## src/hw/rtl/assert_macros.svh

```systemverilog
// Assertion macros for the RTL files (used by random_nqueens_placer.sv).
`ifndef ASSERT_MACROS_SVH
`define ASSERT_MACROS_SVH

// Clocked check, masked while reset is asserted (active-low reset).
`define NQP_ASSERT(name, clk, rst_n, prop, msg) \
  name: assert property (@(posedge clk) disable iff (!rst_n) prop) else $error(msg);

// Clocked check that also holds during reset.
`define NQP_ASSERT_ALWAYS(name, clk, prop, msg) \
  name: assert property (@(posedge clk) prop) else $error(msg);

`endif

```

## src/hw/rtl/nqp_pkg.sv

```systemverilog
// Constants and register map of the random N-queens placer.
`default_nettype none

package nqp_pkg;

  // Board geometry
  localparam int MAX_QUEENS   = 32;
  localparam int QW           = $clog2(MAX_QUEENS);       // row / column index bits
  localparam int CNT_W        = QW + 1;                   // counts up to MAX_QUEENS
  localparam int DIAG_N       = 2 * MAX_QUEENS - 1;       // diagonals per direction
  localparam int DIAG_W       = $clog2(DIAG_N);

  // Random word
  localparam int RANDOM_WIDTH = 16;
  localparam int RBIT_W       = $clog2(RANDOM_WIDTH);

  // Transaction field widths
  localparam int ROW_W        = 5;
  localparam int COLUMN_W     = 5;
  localparam int COUNT_W      = 6;

  // Configuration port
  localparam int SIZE_W       = 6;
  localparam int DATA_W       = 32;
  localparam int ADDR_W       = 3;
  localparam int REG_IDX_W    = ADDR_W - 2;
  localparam logic [REG_IDX_W-1:0] REG_BOARD_SIZE = 1'b0;
  localparam logic [SIZE_W-1:0]    BOARD_SIZE_RST = 6'd8;

endpackage

`default_nettype wire

```

## src/hw/rtl/nqp_if.sv

```systemverilog
// Valid/ready channel interfaces for the placer's input and result streams.
`default_nettype none

interface nqp_in_if;
  logic                            valid;
  logic                            ready;
  logic [nqp_pkg::RANDOM_WIDTH-1:0] random_value;

  modport source (output valid, output random_value, input ready);
  modport sink   (input valid, input random_value, output ready);
endinterface

interface nqp_out_if;
  logic                        valid;
  logic                        ready;
  logic [nqp_pkg::ROW_W-1:0]    row;
  logic [nqp_pkg::COLUMN_W-1:0] column;
  logic [nqp_pkg::COUNT_W-1:0]  candidate_count;
  logic                        status;
  logic                        last;

  modport source (output valid, output row, output column, output candidate_count,
                  output status, output last, input ready);
  modport sink   (input valid, input row, input column, input candidate_count,
                  input status, input last, output ready);
endinterface

`default_nettype wire

```

## src/hw/rtl/random_nqueens_placer.sv

```systemverilog
// Random N-queens placer: one row per input transaction, iterative column scan.
//
//  channel | dir | handshake            | payload
//  --------+-----+----------------------+---------------------------------------------
//  in_i    | in  | valid / ready        | random_value
//  out_o   | out | valid / ready        | row, column, candidate_count, status, last
//  apb     | in  | psel/penable/pready  | paddr, pwdata, pwrite / prdata (board_size)
//
// Steps: one transaction scans the n columns (n = effective board size) to count
// free columns, then takes the restoring remainder of random_value by that count
// (one random bit per cycle), then walks to the ranked column, then the result.
// A dead end skips remainder and walk.
// in_i.ready is high only while idle; the result register holds until out_o.ready.
// Reset (rst_ni, async low) clears the board, sets board_size to 8, and idles.
`default_nettype none
`include "assert_macros.svh"

module random_nqueens_placer (
  input  wire logic                        clk_i,
  input  wire logic                        rst_ni,
  nqp_in_if.sink                           in_i,
  nqp_out_if.source                        out_o,
  input  wire logic                        psel,
  input  wire logic                        penable,
  input  wire logic                        pwrite,
  input  wire logic [nqp_pkg::ADDR_W-1:0]  paddr,
  input  wire logic [nqp_pkg::DATA_W-1:0]  pwdata,
  output logic      [nqp_pkg::DATA_W-1:0]  prdata,
  output logic                             pready
);

  typedef enum logic [4:0] {
    ST_IDLE  = 5'b00001,
    ST_COUNT = 5'b00010,
    ST_MOD   = 5'b00100,
    ST_PICK  = 5'b01000,
    ST_OUT   = 5'b10000
  } state_e;

  // Control state
  state_e                              state_q, state_d;
  logic [nqp_pkg::SIZE_W-1:0]          board_size_q, board_size_d;
  logic [nqp_pkg::MAX_QUEENS-1:0]      colm_q, colm_d;
  logic [nqp_pkg::DIAG_N-1:0]          rise_q, rise_d;
  logic [nqp_pkg::DIAG_N-1:0]          fall_q, fall_d;
  logic [nqp_pkg::CNT_W-1:0]           next_row_q, next_row_d;

  // Working / result registers
  logic [nqp_pkg::RANDOM_WIDTH-1:0]    rnd_q, rnd_d;
  logic [nqp_pkg::QW-1:0]              row_q, row_d;
  logic [nqp_pkg::CNT_W-1:0]           col_q, col_d;
  logic [nqp_pkg::CNT_W-1:0]           count_q, count_d;
  logic [nqp_pkg::CNT_W-1:0]           rem_q, rem_d;
  logic [nqp_pkg::CNT_W-1:0]           seen_q, seen_d;
  logic [nqp_pkg::RBIT_W-1:0]          bit_q, bit_d;
  logic [nqp_pkg::QW-1:0]              chosen_q, chosen_d;
  logic                                status_q, status_d;
  logic                                last_q, last_d;

  // Shared column test
  logic [nqp_pkg::CNT_W-1:0]           n_eff;
  logic [nqp_pkg::DIAG_W-1:0]          rise_idx, fall_idx;
  logic                                col_safe;
  logic [nqp_pkg::CNT_W-1:0]           count_nx;
  logic [nqp_pkg::CNT_W:0]             rem_ext;
  logic [nqp_pkg::CNT_W-1:0]           row_nx;
  logic                                cfg_wr;
  logic [nqp_pkg::REG_IDX_W-1:0]       reg_idx;

  assign reg_idx = paddr[nqp_pkg::ADDR_W-1:2];
  assign cfg_wr  = psel && penable && pwrite && pready;
  assign pready  = 1'b1;

  always_comb begin
    prdata = '0;
    if (reg_idx == nqp_pkg::REG_BOARD_SIZE) begin
      prdata = nqp_pkg::DATA_W'(board_size_q);
    end
  end

  // Size 0 acts as 1, sizes above the maximum saturate.
  always_comb begin
    if (board_size_q == '0) begin
      n_eff = nqp_pkg::CNT_W'(1);
    end else if (nqp_pkg::CNT_W'(board_size_q) > nqp_pkg::CNT_W'(nqp_pkg::MAX_QUEENS)) begin
      n_eff = nqp_pkg::CNT_W'(nqp_pkg::MAX_QUEENS);
    end else begin
      n_eff = nqp_pkg::CNT_W'(board_size_q);
    end
  end

  // One column of the current row against all three masks
  assign rise_idx = nqp_pkg::DIAG_W'(row_q) + nqp_pkg::DIAG_W'(col_q[nqp_pkg::QW-1:0]);
  assign fall_idx = nqp_pkg::DIAG_W'(row_q) + nqp_pkg::DIAG_W'(nqp_pkg::MAX_QUEENS - 1)
                  - nqp_pkg::DIAG_W'(col_q[nqp_pkg::QW-1:0]);
  assign col_safe = !colm_q[col_q[nqp_pkg::QW-1:0]] && !rise_q[rise_idx] && !fall_q[fall_idx];
  assign count_nx = count_q + nqp_pkg::CNT_W'(col_safe);
  assign rem_ext  = {rem_q, rnd_q[nqp_pkg::RANDOM_WIDTH-1]};
  assign row_nx   = nqp_pkg::CNT_W'(row_q) + nqp_pkg::CNT_W'(1);

  always_comb begin
    state_d      = state_q;
    board_size_d = board_size_q;
    colm_d       = colm_q;
    rise_d       = rise_q;
    fall_d       = fall_q;
    next_row_d   = next_row_q;
    rnd_d        = rnd_q;
    row_d        = row_q;
    col_d        = col_q;
    count_d      = count_q;
    rem_d        = rem_q;
    seen_d       = seen_q;
    bit_d        = bit_q;
    chosen_d     = chosen_q;
    status_d     = status_q;
    last_d       = last_q;

    case (state_q)
      ST_IDLE: begin
        if (in_i.valid) begin
          rnd_d    = in_i.random_value;
          col_d    = '0;
          count_d  = '0;
          status_d = 1'b0;
          last_d   = 1'b0;
          chosen_d = '0;
          if (next_row_q >= n_eff) begin
            row_d      = '0;
            colm_d     = '0;
            rise_d     = '0;
            fall_d     = '0;
            next_row_d = '0;
          end else begin
            row_d = next_row_q[nqp_pkg::QW-1:0];
          end
          state_d = ST_COUNT;
        end
      end

      ST_COUNT: begin
        count_d = count_nx;
        col_d   = col_q + nqp_pkg::CNT_W'(1);
        if (col_q == n_eff - nqp_pkg::CNT_W'(1)) begin
          if (count_nx == '0) begin
            // dead end: report and start over
            status_d   = 1'b1;
            last_d     = 1'b1;
            colm_d     = '0;
            rise_d     = '0;
            fall_d     = '0;
            next_row_d = '0;
            state_d    = ST_OUT;
          end else begin
            rem_d   = '0;
            bit_d   = nqp_pkg::RBIT_W'(nqp_pkg::RANDOM_WIDTH - 1);
            state_d = ST_MOD;
          end
        end
      end

      ST_MOD: begin
        // restoring remainder, MSB first
        if (rem_ext >= {1'b0, count_q}) begin
          rem_d = nqp_pkg::CNT_W'(rem_ext - {1'b0, count_q});
        end else begin
          rem_d = nqp_pkg::CNT_W'(rem_ext);
        end
        rnd_d = rnd_q << 1;
        bit_d = bit_q - nqp_pkg::RBIT_W'(1);
        if (bit_q == '0) begin
          col_d   = '0;
          seen_d  = '0;
          state_d = ST_PICK;
        end
      end

      ST_PICK: begin
        col_d = col_q + nqp_pkg::CNT_W'(1);
        if (col_safe) begin
          seen_d = seen_q + nqp_pkg::CNT_W'(1);
          if (seen_q == rem_q) begin
            chosen_d = col_q[nqp_pkg::QW-1:0];
            state_d  = ST_OUT;
            if (row_nx >= n_eff) begin
              // board complete
              last_d     = 1'b1;
              colm_d     = '0;
              rise_d     = '0;
              fall_d     = '0;
              next_row_d = '0;
            end else begin
              colm_d[col_q[nqp_pkg::QW-1:0]] = 1'b1;
              rise_d[rise_idx]               = 1'b1;
              fall_d[fall_idx]               = 1'b1;
              next_row_d                     = row_nx;
            end
          end
        end
      end

      ST_OUT: begin
        if (out_o.ready) begin
          state_d = ST_IDLE;
        end
      end

      default: begin
        state_d = ST_IDLE;
      end
    endcase

    // Size write restarts the attempt (to be issued only while idle; the block does not enforce this)
    if (cfg_wr && reg_idx == nqp_pkg::REG_BOARD_SIZE) begin
      board_size_d = pwdata[nqp_pkg::SIZE_W-1:0];
      colm_d       = '0;
      rise_d       = '0;
      fall_d       = '0;
      next_row_d   = '0;
    end
  end

  always_ff @(posedge clk_i or negedge rst_ni) begin
    if (!rst_ni) begin
      state_q      <= ST_IDLE;
      board_size_q <= nqp_pkg::BOARD_SIZE_RST;
      colm_q       <= '0;
      rise_q       <= '0;
      fall_q       <= '0;
      next_row_q   <= '0;
    end else begin
      state_q      <= state_d;
      board_size_q <= board_size_d;
      colm_q       <= colm_d;
      rise_q       <= rise_d;
      fall_q       <= fall_d;
      next_row_q   <= next_row_d;
    end
  end

  always_ff @(posedge clk_i) begin
    rnd_q    <= rnd_d;
    row_q    <= row_d;
    col_q    <= col_d;
    count_q  <= count_d;
    rem_q    <= rem_d;
    seen_q   <= seen_d;
    bit_q    <= bit_d;
    chosen_q <= chosen_d;
    status_q <= status_d;
    last_q   <= last_d;
  end

  assign in_i.ready            = (state_q == ST_IDLE);
  assign out_o.valid           = (state_q == ST_OUT);
  assign out_o.row             = nqp_pkg::ROW_W'(row_q);
  assign out_o.column          = nqp_pkg::COLUMN_W'(chosen_q);
  assign out_o.candidate_count = nqp_pkg::COUNT_W'(count_q);
  assign out_o.status          = status_q;
  assign out_o.last            = last_q;

  // Checks
  `NQP_ASSERT(a_no_overlap, clk_i, rst_ni, !(in_i.ready && out_o.valid), "ready while result pending")
  `NQP_ASSERT(a_busy_after_accept, clk_i, rst_ni, in_i.valid && in_i.ready |=> !in_i.ready, "ready right after accept")
  `NQP_ASSERT(a_dead_end, clk_i, rst_ni, out_o.valid && out_o.status |-> out_o.last && out_o.column == '0 && out_o.candidate_count == '0, "bad dead-end result")
  `NQP_ASSERT(a_placed, clk_i, rst_ni, out_o.valid && !out_o.status |-> out_o.candidate_count != '0 && nqp_pkg::CNT_W'(out_o.column) < n_eff, "bad placement result")

endmodule

`default_nettype wire
```

## src/flat_wrapper.sv

```systemverilog
// flat-port wrapper written by rule: the top's interface ports become plain ports
module random_nqueens_placer_flat 
  (clk_i, rst_ni, psel, penable, pwrite, paddr, pwdata, prdata, pready, in_i_valid, in_i_random_value, in_i_ready, out_o_valid, out_o_row, out_o_column, out_o_candidate_count, out_o_status, out_o_last, out_o_ready);
  nqp_in_if in_i_i ();
  nqp_out_if out_o_i ();
  input  wire logic clk_i;
  input  wire logic rst_ni;
  input  wire logic psel;
  input  wire logic penable;
  input  wire logic pwrite;
  input  wire logic [nqp_pkg::ADDR_W-1:0] paddr;
  input  wire logic [nqp_pkg::DATA_W-1:0] pwdata;
  output logic      [nqp_pkg::DATA_W-1:0] prdata;
  output logic pready;
  input wire logic [$bits(in_i_i.valid)-1:0] in_i_valid;
  input wire logic [$bits(in_i_i.random_value)-1:0] in_i_random_value;
  output wire logic [$bits(in_i_i.ready)-1:0] in_i_ready;
  output wire logic [$bits(out_o_i.valid)-1:0] out_o_valid;
  output wire logic [$bits(out_o_i.row)-1:0] out_o_row;
  output wire logic [$bits(out_o_i.column)-1:0] out_o_column;
  output wire logic [$bits(out_o_i.candidate_count)-1:0] out_o_candidate_count;
  output wire logic [$bits(out_o_i.status)-1:0] out_o_status;
  output wire logic [$bits(out_o_i.last)-1:0] out_o_last;
  input wire logic [$bits(out_o_i.ready)-1:0] out_o_ready;
  assign in_i_i.valid = in_i_valid;
  assign in_i_i.random_value = in_i_random_value;
  assign in_i_ready = in_i_i.ready;
  assign out_o_valid = out_o_i.valid;
  assign out_o_row = out_o_i.row;
  assign out_o_column = out_o_i.column;
  assign out_o_candidate_count = out_o_i.candidate_count;
  assign out_o_status = out_o_i.status;
  assign out_o_last = out_o_i.last;
  assign out_o_i.ready = out_o_ready;
  random_nqueens_placer u_core (.clk_i(clk_i), .rst_ni(rst_ni), .in_i(in_i_i), .out_o(out_o_i), .psel(psel), .penable(penable), .pwrite(pwrite), .paddr(paddr), .pwdata(pwdata), .prdata(prdata), .pready(pready));
endmodule
```

## config.mk

```make
export PLATFORM = sky130hd
export DESIGN_NAME = random_nqueens_placer_flat
export DESIGN_NICKNAME = d
export VERILOG_FILES = /design/src/hw/rtl/nqp_pkg.sv /design/src/hw/rtl/nqp_if.sv /design/src/hw/rtl/random_nqueens_placer.sv /design/src/flat_wrapper.sv
export VERILOG_INCLUDE_DIRS = /design/src /design/src/hw/rtl
export SDC_FILE = /design/constraint.sdc
export NUM_CORES = 1
export LEC_CHECK = 0
export BUFFER_PORTS_ARGS = -buffer_cell sky130_fd_sc_hd__buf_2
export CORE_AREA = 3 3 116 229
export CTS_BUF_LIST = sky130_fd_sc_hd__clkbuf_4
export DETAILED_ROUTE_END_ITERATION = 12
export DIE_AREA = 0 0 119 232
export PLACE_DENSITY = 0.77
export SETUP_SLACK_MARGIN = 0.2
export SYNTH_ARGS = -nofsm -noshare
export SYNTH_HDL_FRONTEND = slang
export SYNTH_SLANG_ARGS = --single-unit
```

## constraint.sdc

```tcl
create_clock -name clk_i -period 7.6 [get_ports clk_i]
set_input_delay 1.52 -clock clk_i [delete_from_list [all_inputs] [get_ports clk_i]]
set_output_delay 1.52 -clock clk_i [all_outputs]
set_load 0.01 [all_outputs]
```

==> flow_summary_export.csv, run 1 <==
group,metric,value,unit
floorplan,fp-row-count,82,
cts,cts_made_buffers,48,
synth,synthArstFlopShare,75.8,%
sta,clock_skew,0.0534,ns
sta,fin_crit_sh,89.3,%
floorplan,die_y,232,um
placed_design,io_buffers,55,
synth,synth_seq_area_share,48.9,%
sta,hold_viol,0,
synth,syn_avg_cell_area,10.8,um^2
cts,h-tree-depth,2,
sta,finalSetupTns,0,ns
route,first_pass_iters,7,
synth,syn_area,12400,um^2
layout,syn_to_final_growth,9.13,%
floorplan,die_w,119,um
placed_design,pre_cts_ws,0.972,ns
run_status,status,"complete, no violations",
global_routing,grt_pass1_vias,9809,
worst_hold_path,whs_path_depth,1,
route,ant_nets,0,
worst_hold_path,hold_end,"u_core.rise_q[30]",
cts,cts-resized-gates,0,
synth,syn_inst,1144,
setup_path,endpoint_kind,"flip-flop",
synth,synth_ff_type,"dfrtp_1",
sta,min_period,6.79,ns
cts,clock_sinks,231,
layout,nNetsFinal,1301,
route,drt-total-wl,30600,um
setup_path,cp-start-kind,"flip-flop",
placed_design,dp.cells,1487,
global_routing,grtUsageTotal,22.1,%
global_routing,grt_max_degree,101,
setup_path,critPathRequiredTime,8.12,ns
cts,cts_hold_buf,0,
sta,timing.fmax,0.147,GHz
sta,finalMaxSlewViolations,0,
cts,max-clock-path-buffers,3,
global_routing,antenna_found_initial,1,
setup_path,reg2reg_depth,20,
floorplan,initial_core_util,49.3,%
synth,synth.distinct_cells,76,
pwr,fin_total_pwr,0.00505,W
sta,slew_headroom,15.6,%
route,drc_errors,0,
setup_path,worstPathArrival,7.31,ns
setup_path,rrSetupSlack,0.81,ns
synth,synth-seq-cells,231,
job,drv_cap,0,
cts,cts_tree,"yes",
synth,synth_edf_count,56,
floorplan,core,25100,um^2
setup_path,critPathMaxFanout,51,
floorplan,num_io_pins,111,
placed_design,hpwl,21200,um
sta,rsz0062_at_grt,"false",
setup_path,r2r-start,"u_core.col_q[4]",
sta,worst_pin_slew,1.25,ns
sta,setup_violations,0,
cts,post-cts-setup-buffers,0,
cts,root_buffer,"clkbuf_4",
placed_design,gp_congestion,0.923,
pwr,pwr_density_cell,374,nW/um^2
synth,ys_warn_count,0,
cts,clkTransAtPathRegs,0.08,ns
layout,drive_above_1_share,17.1,%
setup_path,r2r-end,"u_core.fall_q[12]",
route,vias,9529,
pwr,ir_worst_vdd,0.000191,V
route,drt_first_iter_violations,797,
global_routing,overflow,0,
cts,worst_skew_pair.late_latency,0.68,ns
floorplan,dieArea,27600,um^2
global_routing,grt_pass1_wl,49800,um
pwr,p_leak,6.01,nW
route,vias_per_cell,6.07,
worst_hold_path,min_path_type,"flip-flop to flip-flop",
layout,final_cells,1571,
sta,hold_ws,0.488,ns
sta,setup_ws,0.811,ns
route,wl_per_cell,19.5,um
worst_hold_path,hp-start,"u_core.rise_q[30]",
setup_path,path_class,"flip-flop to flip-flop",
-- kinds of logic after synthesis --
group                    after synthesis  share of synthesized area [%]
multiplexers                          53                           7.25
buffers and inverters                137                           5.41
flip-flops                           231                           48.9
AND/OR/NAND/NOR                      375                           14.5
AO/OA/AOI/OAI                        263                           16.4
XOR/XNOR                              41                           3.05
adder cells (fa/ha/maj)               42                           4.42
other                                  2                         0.0606
-- synthesized netlist by cell type, drive strengths merged, types with 4 or more instances --
| cell type | instances | area (um^2) |
|---|---|---|
| a2111oi | 4 | 35.0 |
| o21a | 4 | 30.0 |
| mux4 | 29 | 653 |
| and2 | 12 | 75.1 |
| clkbuf | 47 | 176 |
| xnor2 | 30 | 282 |
| nor2b | 16 | 100 |
| a31oi | 35 | 219 |
| nor2 | 87 | 329 |
| a22o | 72 | 631 |
| mux2 | 4 | 45.0 |
| nand2b | 13 | 81.3 |
| a21oi | 17 | 85.1 |
| xor2 | 11 | 96.3 |
| a21o | 4 | 30.0 |
| a41oi | 11 | 96.3 |
| mux2i | 20 | 200 |
| nor4 | 5 | 43.8 |
| nor3 | 61 | 305 |
| o31ai | 4 | 43.8 |
| a22oi | 5 | 37.5 |
| inv | 33 | 124 |
| edfxtp | 56 | 1680 |
| and3 | 9 | 56.3 |
| nand3 | 25 | 125 |
| o2111ai | 4 | 35.0 |
| ha | 39 | 488 |
| dfrtp | 173 | 4330 |
| o21ai | 24 | 120 |
| a211oi | 8 | 60.1 |
| nand2 | 119 | 447 |
| o2bb2ai | 49 | 429 |
| nand4 | 7 | 50.1 |
| buf | 56 | 367 |
-- report_power, final --
group,internal [W],total (W),switching (W)
logic,0.000839,0.00257,0.00173
clock network,0.000465,0.000941,0.000477
registers,0.00142,0.00154,0.000117
total,0.00273,0.00505,0.00233
-- metal layers --
metal | wire, um | vias to the layer above | track usage (%) | share of wire [%]
met2 | 16500 | 353 | 40.5 | 54
met4 | 1680 | 0 | 13.2 | 5.5
li1 | - | 4312 | - | -
met5 | 0 | - | 0 | 0
met1 | 11100 | 4751 | 24.1 | 36
met3 | 1330 | 113 | 2.51 | 4.3
-- how the worst max path moves through the flow --
stage                                   start           endpoint  cells past startpoint
after floorplan               u_core.col_q[0]  u_core.fall_q[57]                     27
after global routing          u_core.col_q[4]   u_core.fall_q[7]                     20
after global placement    u_core.out_o.row[0]   u_core.fall_q[4]                     23
after detailed placement  u_core.out_o.row[0]  u_core.fall_q[12]                     23
after CTS                 u_core.out_o.row[0]  u_core.fall_q[12]                     23
final                         u_core.col_q[4]  u_core.fall_q[12]                     20
-- registers in the layout, summed over array words and instances, names as in the netlist --
signal,cells
u_core.board_size_q,6
u_core.bit_q,4
u_core.out_o.candidate_count,6
u_core.col_q,6
u_core.colm_q,32
u_core.out_o.status,1
u_core.rem_q,6
u_core.fall_q,63
u_core.rise_q,63
u_core.out_o.row,5
u_core.state_q,5
u_core.out_o.column,5
u_core.next_row_q,6
u_core.seen_q,6
u_core.rnd_q,16
u_core.out_o.last,1
-- per-stage QoR --
stage | instance area (um^2) | util (%)
after CTS | 13500 | 53.8
after detailed placement | 12900 | 51.4
after global routing | 13500 | 53.8
final | 13500 | 53.8
after global placement | 12900 | 51.4
after floorplan | 12500 | -
-- worst max-delay path, stage by stage (launching register included) --
cell and delay [ns]:
edfxtp_1 0.70, clkinv_1 0.50, ha_1 0.64, inv_1 0.17, xnor2_1 0.53, mux4_2 0.39
nand2_1 0.10, nand4_2 0.15, nor2_1 0.30, ha_1 0.27, ha_1 0.26, and3b_1 0.18
o21ai_0 0.10, a2111oi_0 0.62, nand2b_1 0.25, and2_1 0.20, nand4_1 0.16, o31ai_4 0.31
nor2_4 0.24, buf_12 0.29, a22o_1 0.26
-- layout by cell type, fill, tap and decap left out, types with 4 or more instances in the layout --
cell type	instances
nand3_1	25
and2_1	11
o21ai_0	23
nand4_1	6
nor3_1	60
o2bb2ai_1	49
a31oi_1	35
buf_4	29
xnor2_1	29
a22o_1	72
o21a_1	4
o2111ai_1	4
inv_1	32
edfxtp_1	56
a2111oi_0	4
mux2i_1	20
a21oi_1	17
dfrtp_1	173
mux4_2	29
buf_2	54
nand2_1	119
a22oi_1	5
and3_1	9
a41oi_1	11
a21o_1	4
ha_1	38
nand2b_1	13
clkbuf_4	72
nor2_1	86
a211oi_1	8
xor2_1	11
conb_1	27
nor2b_1	16
clkinv_1	9
-- area by class of cell --
class                           instances  area [um^2]
Fill cell                            2152        11600
Sequential cell                       231         6060
Multi-Input combinational cell        801         5790
Clock buffer                           72          541
Timing Repair Buffer                   85          519
Tap cell                              336          420
Inverter                               34          128
Clock inverter                         11         70.1
Antenna cell                            1         2.50
Power figures use the tool's default switching activity.
==> inputs of run 2 (changes only) <==
--- a/config.mk
+++ b/config.mk
@@ -11,7 +11,7 @@
 export CTS_BUF_LIST = sky130_fd_sc_hd__clkbuf_4
 export DETAILED_ROUTE_END_ITERATION = 12
 export DIE_AREA = 0 0 119 232
-export PLACE_DENSITY = 0.77
+export PLACE_DENSITY = 0.8
 export SETUP_SLACK_MARGIN = 0.2
 export SYNTH_ARGS = -nofsm -noshare
 export SYNTH_HDL_FRONTEND = slang
==> constraint.sdc (replaced) <==
create_clock -name clk_i -period 5.9 [get_ports clk_i]
set_input_delay 1.18 -clock clk_i [delete_from_list [all_inputs] [get_ports clk_i]]
set_output_delay 1.18 -clock clk_i [all_outputs]
set_load 0.01 [all_outputs]
==> run 2 against run 1 <==
Global-route usage rose by 0.20 points. Hold slack worse by 0.16 ns. Critical path depth rose by 5.
==> flow_summary_export.csv, run 2 (same netlist as run 1, synthesis figures left out) <==
group,metric,value,unit
run_status,status,"complete, no violations",
cts,root_buffer,"clkbuf_4",
cts,clkTransAtPathRegs,0.08,ns
job,drv_cap,0,
global_routing,grtUsageTotal,22.3,%
setup_path,cp_common_cell,"buf_4",
route,drt_first_iter_violations,1137,
route,ant_nets,0,
layout,syn_to_final_growth,15.0,%
sta,hold_viol,0,
sta,fin_crit_sh,93.6,%
placed_design,io_buffers,55,
setup_path,critPathRequiredTime,6.45,ns
route,first_pass_iters,5,
sta,clock_skew,0.0500,ns
route,vias,9839,
setup_path,r2r-start,"u_core.col_q[0]",
cts,max-clock-path-buffers,3,
cts,h-tree-depth,2,
route,wl_per_cell,20.0,um
global_routing,grt_pass1_vias,9877,
global_routing,grt_max_degree,154,
cts,cts_made_buffers,50,
floorplan,initial_core_util,49.3,%
layout,layout_common_cells,"173 x dfrtp_1, 119 x nand2_1, 85 x nor2_1, 72 x a22o_1, 70 x clkbuf_4",
layout,top_regs,"u_core.fall_q (63), u_core.rise_q (63), u_core.colm_q (32)",
sta,slew_headroom,36.0,%
global_routing,antenna_found_initial,1,
worst_hold_path,min_path_type,"input pin to asynchronous set/reset pin",
setup_path,r2r-end,"u_core.fall_q[40]",
sta,worst_pin_slew,0.959,ns
setup_path,critPathMaxFanout,5,
setup_path,path_class,"flip-flop to flip-flop",
sta,timing.fmax,0.181,GHz
floorplan,num_io_pins,111,
setup_path,rrSetupSlack,0.38,ns
placed_design,gp_congestion,0.944,
layout,final_common_cell,"dfrtp_1",
setup_path,cp-start-kind,"flip-flop",
pwr,ir_worst_vdd,0.000287,V
layout,drive_above_1_share,21.8,%
floorplan,fp-row-count,82,
pwr,fin_total_pwr,0.00730,W
sta,setup_violations,0,
sta,min_period,5.52,ns
cts,cts_tree,"yes",
route,drt-total-wl,32500,um
sta,finalMaxSlewViolations,0,
floorplan,die_y,232,um
setup_path,reg2reg_depth,25,
global_routing,overflow,0,
global_routing,grt_pass1_wl,50300,um
pwr,p_leak,6.36,nW
layout,final_util,56.7,%
setup_path,cpMaxStageDelayCell,"mux4_2",
setup_path,critPathMaxStageDelay,0.51,ns
sta,rsz0062_at_grt,"false",
floorplan,core,25100,um^2
route,vias_per_cell,6.04,
floorplan,dieArea,27600,um^2
floorplan,die_w,119,um
route,drc_errors,0,
placed_design,hpwl,21200,um
setup_path,startpoint,"u_core.col_q[0]",
cts,clock_sinks,231,
cts,worst_skew_pair.late_latency,0.70,ns
setup_path,critPathCapture,"u_core.fall_q[40]",
pwr,pwr_density_cell,512,nW/um^2
setup_path,endpoint_kind,"flip-flop",
layout,nNetsFinal,1353,
setup_path,worstPathArrival,6.07,ns
run 2: changes by cell type in the layout (fill, tap and decap cells not counted), sizes merged:
cell	before	now
nor2	87	90
buf	85	127
clkinv	11	19
inv	33	34
clkbuf	72	75
run 2: layer usage:
| layer | vias to the layer above | global-route usage [%] | part of all wire (%) |
|---|---|---|---|
| met5 | - | 0 | 0 |
| met4 | 0 | 13.9 | 6.0 |
| met3 | 123 | 2.61 | 5.1 |
| met2 | 439 | 40.5 | 54 |
| met1 | 4849 | 24.4 | 35 |
| li1 | 4428 | - | - |
run 2: area by class of cell:
class | count | area (um^2)
multi-input combinational | 804 | 5950
clock inverter | 20 | 106
clock buffer | 70 | 526
inverter | 34 | 128
antenna | 1 | 2.50
timing repair buffer | 132 | 1060
sequential | 231 | 6060
tap | 336 | 420
fill | 2005 | 10900
run 2: worst min-delay path by stage:
stage,to,slack (ns),cells past startpoint
3_3_place_gp,u_core.rise_q[27],0.47,1
3_5_place_dp,u_core.rise_q[30],0.47,1
4_1_cts,u_core.colm_q[8],0.29,1
5_1_grt,u_core.colm_q[8],0.31,1
6_report,u_core.colm_q[24],0.33,1
2_1_floorplan,u_core.rise_q[27],0.45,1
run 2: report_power, final:
part / switching, W / internal (W) / total, W
combinational: 0.00252 / 0.00159 / 0.00411
clock: 0.000638 / 0.000595 / 0.00123
sequential: 0.000118 / 0.00183 / 0.00195
total: 0.00328 / 0.00402 / 0.00730
run 2: per-stage QoR:
step / TNS [ns] / instance area [um^2] / cells / hold slack (ns) / worst slack, ns
floorplan: 0 / 12600 / 1169 / 0.449 / 0.214
global placement: -1.69 / 13100 / 1505 / 0.466 / -0.0624
detailed placement: -6.99 / 13100 / 1505 / 0.470 / -0.121
CTS: 0 / 13900 / 1604 / 0.286 / 0.201
global route: 0 / 14300 / 1628 / 0.307 / 0.194
finish: 0 / 14300 / 1628 / 0.330 / 0.378
run 2: what timing repair did:
action / 4_1_cts / 5_1_grt
setup buffers: 7 / 12
cloned: 2 / 11
hold buffers: 0 / 0
pin swaps: 5 / 12
gates resized for setup: 4 / 25
setup endpoints to repair: 158 / 158
run 2: critical path: cells and delay by family (launching register included):
family / cells / cell delay, ns
multiplexers: 1 / 0.51
buffers and inverters: 5 / 0.82
adder cells (fa/ha/maj): 4 / 0.99
AND/OR/NAND/NOR: 9 / 1.20
AO/OA/AOI/OAI: 5 / 1.21
XOR/XNOR: 1 / 0.18
flip-flops: 1 / 0.45
